<file path="src/assert_macros.svh">
// Assertion macros shared by the span buffer RTL
`ifndef ASSERT_MACROS_SVH
`define ASSERT_MACROS_SVH
`ifndef SYNTHESIS
// Check a property on every clock edge outside reset
`define SSB_ASSERT(lbl, clk, rst, prop) \
  lbl: assert property (@(posedge clk) disable iff (rst) prop) else $error("ssb check failed");
// Check a property on every clock edge, reset included
`define SSB_ASSERT_ALWAYS(lbl, clk, prop) \
  lbl: assert property (@(posedge clk) prop) else $error("ssb check failed");
`else
`define SSB_ASSERT(lbl, clk, rst, prop)
`define SSB_ASSERT_ALWAYS(lbl, clk, prop)
`endif
`endif

</file>
<file path="src/ssb_ram.sv">
// Generic single-port-write, single-port-read RAM with registered read
`timescale 1ns / 1ps
module ssb_ram #(
  parameter int WIDTH = 8,
  parameter int DEPTH = 16
) (
  input  logic                                  clk,
  input  logic                                  we,
  input  logic [((DEPTH > 1) ? $clog2(DEPTH) : 1)-1:0] waddr,
  input  logic [WIDTH-1:0]                      wdata,
  input  logic [((DEPTH > 1) ? $clog2(DEPTH) : 1)-1:0] raddr,
  output logic [WIDTH-1:0]                      rdata
);

  logic [WIDTH-1:0] mem [DEPTH];

  always_ff @(posedge clk) begin
    if (we) begin
      mem[waddr] <= wdata;
    end
    rdata <= mem[raddr];
  end

endmodule

</file>
<file path="config.mk">
export PLATFORM = sky130hd
export DESIGN_NAME = ssb_ram
export DESIGN_NICKNAME = d
export VERILOG_FILES = /design/src/assert_macros.svh /design/src/ssb_ram.sv
export SDC_FILE = /design/constraint.sdc
export NUM_CORES = 1
export LEC_CHECK = 0
export BUFFER_PORTS_ARGS = -buffer_cell sky130_fd_sc_hd__buf_2
export CAP_MARGIN = 10
export CELL_PAD_IN_SITES_DETAIL_PLACEMENT = 2
export CELL_PAD_IN_SITES_GLOBAL_PLACEMENT = 2
export CORE_UTILIZATION = 45
export CTS_CLUSTER_SIZE = 8
export DETAILED_ROUTE_END_ITERATION = 6
export PLACE_DENSITY = 0.73
export SLEW_MARGIN = 20
export SYNTH_ARGS = -nofsm -noshare
export SYNTH_HDL_FRONTEND = slang
export SYNTH_SLANG_ARGS = --single-unit
</file>
<file path="constraint.sdc">
create_clock -name clk -period 3.1 [get_ports clk]
set_input_delay 0.465 -clock clk [delete_from_list [all_inputs] [get_ports clk]]
set_output_delay 0.465 -clock clk [all_outputs]
set_load 0.05 [all_outputs]
</file>
==> Yosys cells after proc, flatten, opt, wreduce, memory -nomap -nowiden <==
Memory sizes are Yosys's and may differ from the RTL's. A register that Yosys moved wholly into a read port is not among the register bits.
Cells that the tools add are included.
{ "word_totals": {"word_cells": 3, "inputBits": 18, "mem_count": 1, "output_inout_bits": 8, "latch_bits": 0, "mem_bits_rw": 128, "register_bits": 0, "romBits": 0} }
{ "memory_table": {"columns": ["name", "depth", "width", "rd", "rd_ports_with_merged_regs", "wr", "line", "source"], "rows": [
  ["mem", 16, 8, 1, 1, 1, "ssb_ram.sv:15", "logic [WIDTH-1:0] mem [DEPTH];"]
]} }
{ "classes": {"n_bitwise": 0, "n_mux": 2, "n_shift": 0, "n_div": 0, "n_reduce_logical": 0, "addsub": 0, "n_eq_ne": 0, "mul": 0, "n_lt_le_gt_ge": 0} }
{ "op_table": {"columns": ["cell", "n"], "rows": [
  ["$mux W1", 2]
]} }

==> Longest topological paths before layout <==
{ "logic_depth": {"depth_word": 2, "mapped_depth": 5, "ltp_nobuf": 3} }

==> Worst setup path before layout <==
OpenSTA, ideal clock, no wires.
{ "synth_timing": {"path_kind": "input -> register", "start": "input waddr[2] in the netlist's numbering", "end": "memory mem[0][0], enable pin", "arrival_ns": 1.575, "setup_slack_ns": 1.142, "cell_stages": 2, "t_required_ns": 2.717, "path_cell_list": "or3b_2 > nor3_1"} }
{ "synth_rtl": {"columns": ["item", "line", "source"], "rows": [
  ["start, declared", "ssb_ram.sv:9", "input logic [((DEPTH > 1) ? $clog2(DEPTH) : 1)-1:0] waddr,"],
  ["end, declared", "ssb_ram.sv:15", null]
]} }
Straight into the memory's write port.

==> impl_metrics.env <==
export IMPL_start_util=0.469
export IMPL_wirelength_mm=12.6
export IMPL_grt_ovfl_total=0
export IMPL_worst_hold_slack_ns=0.458
export IMPL_cp_buffers_inverters=2
export IMPL_reg2reg_slack_ns=1.63
export IMPL_avgSynthCellArea_um2=22.5
export IMPL_maxSlewViolCount=0
export IMPL_p_int_mw=3.17
export IMPL_fp_dieH_um=109
export IMPL_dieArea_um2=11900
export IMPL_skew_ns=0.0118
export IMPL_fin_util=0.547
export IMPL_synth_most_common_cell="edfxtp_1"
export IMPL_root_buffer="clkbuf_16"
export IMPL_clock_power_share=0.439
export IMPL_dr_pass1_iters=7
export IMPL_ioPinCount=26
export IMPL_ant_nets=0
export IMPL_layout_nets=294
export IMPL_dp_cells=397
export IMPL_wire_per_inst_um=29.4
export IMPL_tns_ns=0
export IMPL_timing_fmax_mhz=559
export IMPL_die_x_um=109
export IMPL_status="finished clean"
export IMPL_viasPerCell=5.93
export IMPL_ys_async_sr_fraction=0
export IMPL_netlist_top_cells_area="edfxtp_1 (75%), mux4_2 (7.9%), mux4_1 (7.1%), dfxtp_1 (3.1%), a22oi_1 (2.3%)"
export IMPL_path_clk_slew_ns=0.06
export IMPL_cts_htree_levels=4
export IMPL_grt_use_total=0.242
export IMPL_grt_pass1_wl_mm=18.7
export IMPL_reg2reg_from="mem[9][3]"
export IMPL_fin_ws_ns=1.31
export IMPL_synth_top_cell_by_area="edfxtp_1"
export IMPL_cts_resized=0
export IMPL_drive_above_1_share=0.298
export IMPL_vias=2545
export IMPL_min_path_type="input pin to register"
export IMPL_cpPeakStageDelay_ns=0.55
export IMPL_hold_buffers=0
export IMPL_fillers=916
export IMPL_tightestPinTransition_ns=1.05
export IMPL_grt_max_degree=22
export IMPL_crit_chain="buf_2 -> buf_12 -> mux4_2 -> a22oi_1 -> nand2_1"
export IMPL_cp_required_ns=3.38
export IMPL_clock_path_buffers=2
export IMPL_synth_nets=247
export IMPL_slew_headroom=0.300
export IMPL_setup_viol=0
export IMPL_grt_antenna_before_repair=0
export IMPL_dp_slack_ns=0.836
export IMPL_p_leak_nw=2.01
export IMPL_seq_power_share=0.504
export IMPL_place_gp_congestion=0.673
export IMPL_cp_max_fo=21
export IMPL_max_cap_viol_count=0
export IMPL_peakVddDrop_uv=322
export IMPL_synth_cell_types=19
export IMPL_postCtsSetupRepairBufs=0
export IMPL_swShare=0.231
export IMPL_synth_cell_area_um2=5150
export IMPL_drtIter0Drc=148
export IMPL_reg2reg_to="rdata[3]"
export IMPL_ys_ff_latch=136
export IMPL_holdPathStages=1
export IMPL_p_comb_frac=0.058
export IMPL_core_region_area_um2=11000
export IMPL_cts_tree="done"
export IMPL_startpoint_type="input pin"
export IMPL_hold_violations=0
export IMPL_cp_arrival_ns=2.07
export IMPL_fin_crit_sh=0.577
export IMPL_cp_end_kind="register"
export IMPL_drc_errors=0
export IMPL_port_buffers=25
export IMPL_syn_inst=229
export IMPL_yosysWarnings=0
export IMPL_p_per_area_nw_per_um2=686
export IMPL_hold_start="wdata[3]"
export IMPL_crit_path_top_delay_cell="mux4_2"
export IMPL_power_switching_uw=952
export IMPL_clock_latency_ns=0.41
export IMPL_cts_sinks=136
export IMPL_area_delta_synth_final_pct=16.6
export IMPL_grt_pass1_vias=2805
export IMPL_synth_common_cells="edfxtp_1 (128), mux4_2 (18), a22oi_1 (16)"
export IMPL_whs_endpoint="mem[7][3]"
export IMPL_synth_main_ff_cell="edfxtp_1"
export IMPL_synth_edf_count=128
export IMPL_cts_made_buffers=17
export IMPL_rr_worst_depth=3
export IMPL_seq_area_frac_synth=0.778
export IMPL_rsz0062_at_grt="false"
export IMPL_fin_crit_ns=1.79
export IMPL_yosysTopAreaCellShare=0.747
export IMPL_dp_hpwl_mm=8.06
export IMPL_diodes=0
export IMPL_worstSetupPathType="input pin to register"
export IMPL_rows=38
export IMPL_layout_cells_non_filler=429
export IMPL_cp_top_family="buffers and inverters"
## sequential cells by signal, summed over array words and instances, names as in the netlist
| register | cells |
|---|---|
| rdata | 8 |
| mem | 128 |
## metal layers
layer	global-route usage	up-vias	wire length (µm)
li1	-	1068	-
met1	0.312	1386	5430
met2	0.399	74	6460
met3	0.0634	17	527
met4	0.0811	0	204
met5	0	-	0
## layout by cell type, fill, tap and decap left out, drive strengths merged
cell,count
dfxtp,8
nand3b,2
nor3,4
nor2b,1
nor2,13
edfxtp,128
clkinv,3
nand3,1
mux4,32
clkbuf,20
and2,1
nand2,9
buf,38
nand2b,2
and2b,1
a22oi,16
clkinvlp,5
or3b,1
inv,4
## stage by stage
stage | area, µm² | power (mW)
floorplan | 5150 | 2.25
global placement | 5470 | 2.33
detailed placement | 5470 | 2.35
CTS | 6000 | 4.16
global route | 6000 | 4.25
finish | 6000 | 4.12
## kinds of logic (layout without fill, tap and decap cells)
kind of cell,count (synthesis),in the layout,share of synthesized area
AO/OA/AOI/OAI,16,16,0.0233
buffers and inverters,10,70,0.0168
AND/OR/NAND/NOR,35,35,0.0318
multiplexers,32,32,0.150
flip-flops,136,136,0.778
## worst max-delay path by stage
stage	from	to	slack, ns	depth (start not counted)
after floorplan	waddr[2]	mem[0][0]	1.14	2
after global placement	raddr[0]	rdata[4]	0.93	5
after detailed placement	raddr[0]	rdata[3]	0.84	5
after CTS	raddr[0]	rdata[3]	1.28	5
after global routing	raddr[0]	rdata[5]	1.12	5
final	raddr[0]	rdata[6]	1.31	5
## worst reg2reg max path: stages (launching register included)
cell and delay [ns]:
edfxtp_1 0.42, mux4_1 0.57, a22oi_1 0.27, nand2_1 0.09
## cell type report
class / count / area, µm² / area share
flip-flops and latches: 136 / 4000 / 0.667
multi-input cells: 83 / 1060 / 0.176
clock buffers: 20 / 437 / 0.0727
repair buffers: 38 / 235 / 0.0392
well taps: 140 / 175 / 0.0292
clock inverters: 12 / 95.1 / 0.0158
## power groups by stage
stage,Combinational (mW),Clock (mW),Sequential (mW)
global placement,0.225,0,2.11
detailed placement,0.238,0,2.11
CTS,0.241,1.85,2.07
floorplan,0.104,0,2.15
finish,0.238,1.81,2.07
global route,0.253,1.92,2.08
Note: power is estimated with default switching activity, not from simulation.
