==> src/assert_macros.svh <==
// Assertion macros shared by the span buffer RTL
`ifndef ASSERT_MACROS_SVH
`define ASSERT_MACROS_SVH
`ifndef SYNTHESIS
// Check a property on every clock edge outside reset
`define SSB_ASSERT(lbl, clk, rst, prop) \
  lbl: assert property (@(posedge clk) disable iff (rst) prop) else $error("ssb check failed");
// Check a property on every clock edge, reset included
`define SSB_ASSERT_ALWAYS(lbl, clk, prop) \
  lbl: assert property (@(posedge clk) prop) else $error("ssb check failed");
`else
`define SSB_ASSERT(lbl, clk, rst, prop)
`define SSB_ASSERT_ALWAYS(lbl, clk, prop)
`endif
`endif

==> src/ssb_div.sv <==
// Restoring divider, one quotient bit per cycle
`timescale 1ns / 1ps
module ssb_div #(
  parameter int NUM_W = 26,
  parameter int DEN_W = 10
) (
  input  logic             clk,
  input  logic             rst,
  input  logic             start,
  input  logic [NUM_W-1:0] num,
  input  logic [DEN_W-1:0] den,
  output logic             done,
  output logic [NUM_W-1:0] quot
);

  localparam int CNT_W = $clog2(NUM_W + 1);

  logic [DEN_W-1:0] rem;
  logic [DEN_W-1:0] dvs;
  logic [CNT_W-1:0] cnt;
  logic             busy;
  logic [DEN_W:0]   trial;
  logic             fits;

  assign trial = {rem, quot[NUM_W-1]};
  assign fits  = (trial >= {1'b0, dvs});

  always_ff @(posedge clk) begin
    if (rst) begin
      busy <= 1'b0;
      done <= 1'b0;
    end else begin
      done <= 1'b0;
      if (start) begin
        quot <= num;
        rem  <= '0;
        dvs  <= den;
        cnt  <= CNT_W'(NUM_W);
        busy <= 1'b1;
      end else if (busy) begin
        // shift in one dividend bit, subtract where the divisor fits
        rem  <= fits ? DEN_W'(trial - {1'b0, dvs}) : trial[DEN_W-1:0];
        quot <= {quot[NUM_W-2:0], fits};
        cnt  <= cnt - CNT_W'(1);
        if (cnt == CNT_W'(1)) begin
          busy <= 1'b0;
          done <= 1'b1;
        end
      end
    end
  end

endmodule
==> config.mk <==
export PLATFORM = sky130hd
export DESIGN_NAME = ssb_div
export DESIGN_NICKNAME = d
export VERILOG_FILES = /design/src/assert_macros.svh /design/src/ssb_div.sv
export SDC_FILE = /design/constraint.sdc
export NUM_CORES = 1
export LEC_CHECK = 0
export ABC_AREA = 0
export BUFFER_PORTS_ARGS = -buffer_cell sky130_fd_sc_hd__buf_2
export CORE_MARGIN = 2
export CORE_UTILIZATION = 55
export DETAILED_ROUTE_END_ITERATION = 8
export GPL_ROUTABILITY_DRIVEN = 0
export PLACE_DENSITY_LB_ADDON = 0.12
export SLEW_MARGIN = 20
export SYNTH_ARGS = -nofsm -noshare
export SYNTH_HDL_FRONTEND = slang
export SYNTH_SLANG_ARGS = --single-unit
export TNS_END_PERCENT = 30
==> constraint.sdc <==
create_clock -name clk -period 4.7 [get_ports clk]
set_clock_uncertainty 0.1 [all_clocks]
set_input_delay 0.47 -clock clk [delete_from_list [all_inputs] [get_ports clk]]
set_output_delay 0.47 -clock clk [all_outputs]
set_load 0.005 [all_outputs]
Word-level counts from Yosys, hierarchy flattened:

Index checks and enable logic that the tools add are counted.
W data, S select, Z words.

* register bits: 53
* output and inout bits: 27
* input port bits: 39

* equality and inequality tests: 1
* add/sub/neg operators: 2
* multiplexer cells: 9
* reduce and logical (&&, ||, !) cells: 4
* bitwise operators: 2
* order comparisons: 1

Operators by type and width (count)
* $mux W26: 2
* $mux W10: 2
* $ge A11 B10 Y1: 1
* $sub A10 B10 Y10: 1
* $eq A5 B1 Y1 const B: 1
* $mux W5: 1
* $sub A5 B1 Y5 const B: 1
* $mux W1: 4
* $reduce_and A2 Y1: 2
* $reduce_or A3 Y1: 1
* $not A1 Y1: 2
* $reduce_bool A2 Y1: 1

Longest topological paths before layout:

* word-level depth: 4
* depth in mapped cells: 9
* mapped depth without buffers: 9

Least setup slack after synthesis:

OpenSTA, ideal clock, no wires.

* path type: input -> register
* start: input port start
* end: register cnt[0], enable pin
* cell stages on the path: 3
* required time: 4.159 ns
* buffers on the path: 1
* setup slack: 1.563 ns
* arrival: 2.597 ns
* path through: clkbuf_1 nor2_1 nor2_1

* word-level cells in the longest chain between the ends: 2

RTL lines
* start: declaration: RTL line ssb_div.sv:9 `input logic start,`
* $reduce_bool A2 Y1 (no line)
* $reduce_and A2 Y1 (no line)
* end signal: assignment: RTL line ssb_div.sv:38 `cnt <= CNT_W'(NUM_W);`
* end signal: assignment: RTL line ssb_div.sv:44 `cnt <= cnt - CNT_W'(1);`
* end: declaration: RTL line ssb_div.sv:20 `logic [CNT_W-1:0] cnt;`

No other way between the ends.
A chain may end at the register's enable or synchronous reset.

Worst setup path after layout:

* start: register quot[25]
* end: register rem[6] (data pin)

* word-level cells in the longest chain between the ends: 3
* elaborated cells on any way between the ends: 4
* classes of those cells: add/sub (1); order compare (1); mux (2)

RTL lines
* start: declaration: RTL line ssb_div.sv:13 `output logic [NUM_W-1:0] quot`
* start signal: assignment: RTL line ssb_div.sv:35 `quot <= num;`
* start signal: assignment: RTL line ssb_div.sv:43 `quot <= {quot[NUM_W-2:0], fits};`
* $sub A10 B10 Y10 / $ge A11 B10 Y1 (equally long branches): RTL line ssb_div.sv:42, ssb_div.sv:26
* $mux W10 *: RTL line ssb_div.sv:42 `rem <= fits ? DEN_W'(trial - {1'b0, dvs}) : trial[DEN_W-1:0];`
* $mux W10 *: RTL line ssb_div.sv:40 `end else if (busy) begin`
* end signal: assignment: RTL line ssb_div.sv:42
* end: declaration: RTL line ssb_div.sv:18 `logic [DEN_W-1:0] rem;`

Every way passes the cells marked *; elsewhere a longest branch is shown, timed or not. The select of a mux whose other input is x is not followed.

==> impl_metrics.ini <==
[run_status]
status = completed

[route]
vias_per_cell = 5.43
drt-total-wl_mm = 4.97
dr.pass1.iters = 4
wire_per_inst_um = 14.4
dr_total_vias = 1879
route.detailed.drc = 0
drt_iter0_markers = 94
postRouteAntennaNets = 0

[place]
io_buffers = 65
dpl.hpwl_mm = 3.52
place_ws_ns = 2.03

[synth]
synth.ff_latch_count = 53
synthCells = 211
synth_area_mm2 = 0.00280
synthTopCellsByArea = edfxtp_1 55%, mux2_2 10%, ha_1 5.4%
ys_types = 49
ys_async_sr_fraction_pct = 0
syn_avg_cell_area_um2 = 13.2
synth_top_area_share_pct = 54.8
seq_area_frac_synth_pct = 56.2
yosys-top-cells-count = 51 x edfxtp_1, 25 x mux2_2, 16 x inv_1, 12 x ha_1, 11 x nand2_1
synth_ff_type = edfxtp_1
synth-edff-count = 51
yosys.area.top_type = edfxtp_1
synth_fp_nets = 263
synth_most_common_cell = edfxtp_1
synth_warnings = 0

[die]
coreArea_mm2 = 0.00482
io_pins = 66
start_util_pct = 58.0
die_h_um = 75.3
rows = 25
die-width_um = 75.3
die-area_mm2 = 0.00567

[hold_path]
hold_end = dvs[9]
min_path_cells = 1
hp-start = den[9]
min_path_type = input port to flop

[timing]
tightest_slew_ns = 0.993
slew_headroom_pct = 33.5
setup_ws_ns = 2.16
period_minus_slack_ns = 2.54
finalMaxSlewViolations = 0
fmax_mhz = 394
finalHoldViolCount = 0
layout_worst_path_cycle_share_pct = 54.0
setup_viol = 0
rsz0062_at_grt = false
tns_ns = 0

[grt]
gr-total-overflow = 0
grt_pass1_wl_mm = 8.36
antenna_found_initial = 0
grt_pass1_vias = 1875
grt.total_usage_pct = 19.8
grt_max_degree = 43

[cts]
postCtsSetupRepairBufs = 0
cts_max_level = 2
cts_root_buf = clkbuf_8
cts_tree = done
cts_resized = 0
numCtsBuffers = 5
cts_hold_buf = 0
clk_pin_slew_ns = 0.09
cts_buffer_depth = 2
clock_latency_ns = 0.30
cts_num_sinks = 53

[pwr]
p_per_area_mw_per_mm2 = 323
vdd_drop_max_v = 0.000202
p_leak_nw = 1.34

[finish]
drive_gt1_share_pct = 39.8
multi_input_area_mm2 = 0.00115
fin_nets = 331
seq_area_mm2 = 0.00157
antenna_cells = 0
syn2layout_area_growth_pct = 18.3
fillCellCount = 388

[worst_setup_path]
ff2ff_path_depth = 9
worstSetupPathType = flop to flop
crit_required_ns = 4.74
reg2reg_setup_slack_ns = 2.16
r2r-start = quot[25]
cp.arrival_ns = 2.58
crit_path_end_kind = flop
cp_max_fo = 4
rr_endpoint = rem[6]
cp-start-kind = flop
crit_start = quot[25]

[run]
cap_violations = 0
-- critical path, stage by stage (launching register included) --
cell and delay [ns]:
edfxtp_1 0.42, inv_1 0.08, ha_1 0.16, inv_1 0.05
fa_1 0.43, a211oi_1 0.26, nor2_1 0.13, or4_1 0.41
a41o_1 0.20, mux2i_1 0.14
-- layout make-up --
| class | instances | share of cell area [%] |
|---|---|---|
| Timing Repair Buffer | 67 | 10.9 |
| Tap cell | 67 | 2.54 |
| Sequential cell | 53 | 47.5 |
| Clock inverter | 2 | 0.416 |
| Inverter | 16 | 1.82 |
| Clock buffer | 5 | 2.08 |
| Multi-Input combinational cell | 136 | 34.7 |
-- layout by cell type, fill, tap and decap left out, drive strengths merged, types with 4 or more instances in the layout --
master and count:
buf 67, edfxtp 51, ha 12, mux2i 4, a211oi 11, a21oi 9
inv 17, nor2 10, nor3 5, mux2 27, clkbuf 5, nand2 11
o21ai 7
-- metal layers --
| layer | share of wire [%] | wire [um] | track usage (%) |
|---|---|---|---|
| met1 | 48 | 2410 | 26.9 |
| met2 | 44 | 2210 | 30.5 |
| met3 | 5.4 | 266 | 5.69 |
| met5 | 0 | 0 | 0 |
| met4 | 1.7 | 85 | 7.60 |
-- report_power, final --
group | switching (mW) | leakage, nW | internal, mW
registers | 0.0170 | 0.500 | 0.563
logic | 0.128 | 0.800 | 0.115
clock network | 0.140 | 0.0444 | 0.103
-- worst max-delay path by stage --
stage          slack (ns)  cells past startpoint      to
6_report             2.16                      9  rem[6]
5_1_grt              2.03                      9  rem[6]
4_1_cts              2.16                      9  rem[6]
3_5_place_dp         2.03                      4  dvs[8]
3_3_place_gp         2.05                      4  dvs[8]
2_1_floorplan        1.56                      3  cnt[0]
-- flip-flops by register name (all words and copies together) (netlist names) --
signal,flops
cnt,5
busy,1
quot,26
rem,10
done,1
dvs,10
-- logic make-up after synthesis --
family,count (synthesis),synth area share (%)
buf+inv,22,3.00
mux,31,12.6
xor+xnor,5,1.57
fa+ha+maj,13,6.09
flops,53,56.2
simple gates,42,7.61
compound gates,45,12.9
-- per-stage QoR --
step	std cells	util (%)	hold slack, ns	total power, mW	area [um^2]
after global routing	346	68.6	0.225	1.12	3310
final	346	68.6	0.239	1.07	3310
after detailed placement	338	66.3	0.376	0.830	3200
after CTS	345	68.1	0.229	1.07	3280
after floorplan	211	-	0.360	0.763	2800
after global placement	338	66.3	0.372	0.827	3200
(Power assumes the default switching activity.)
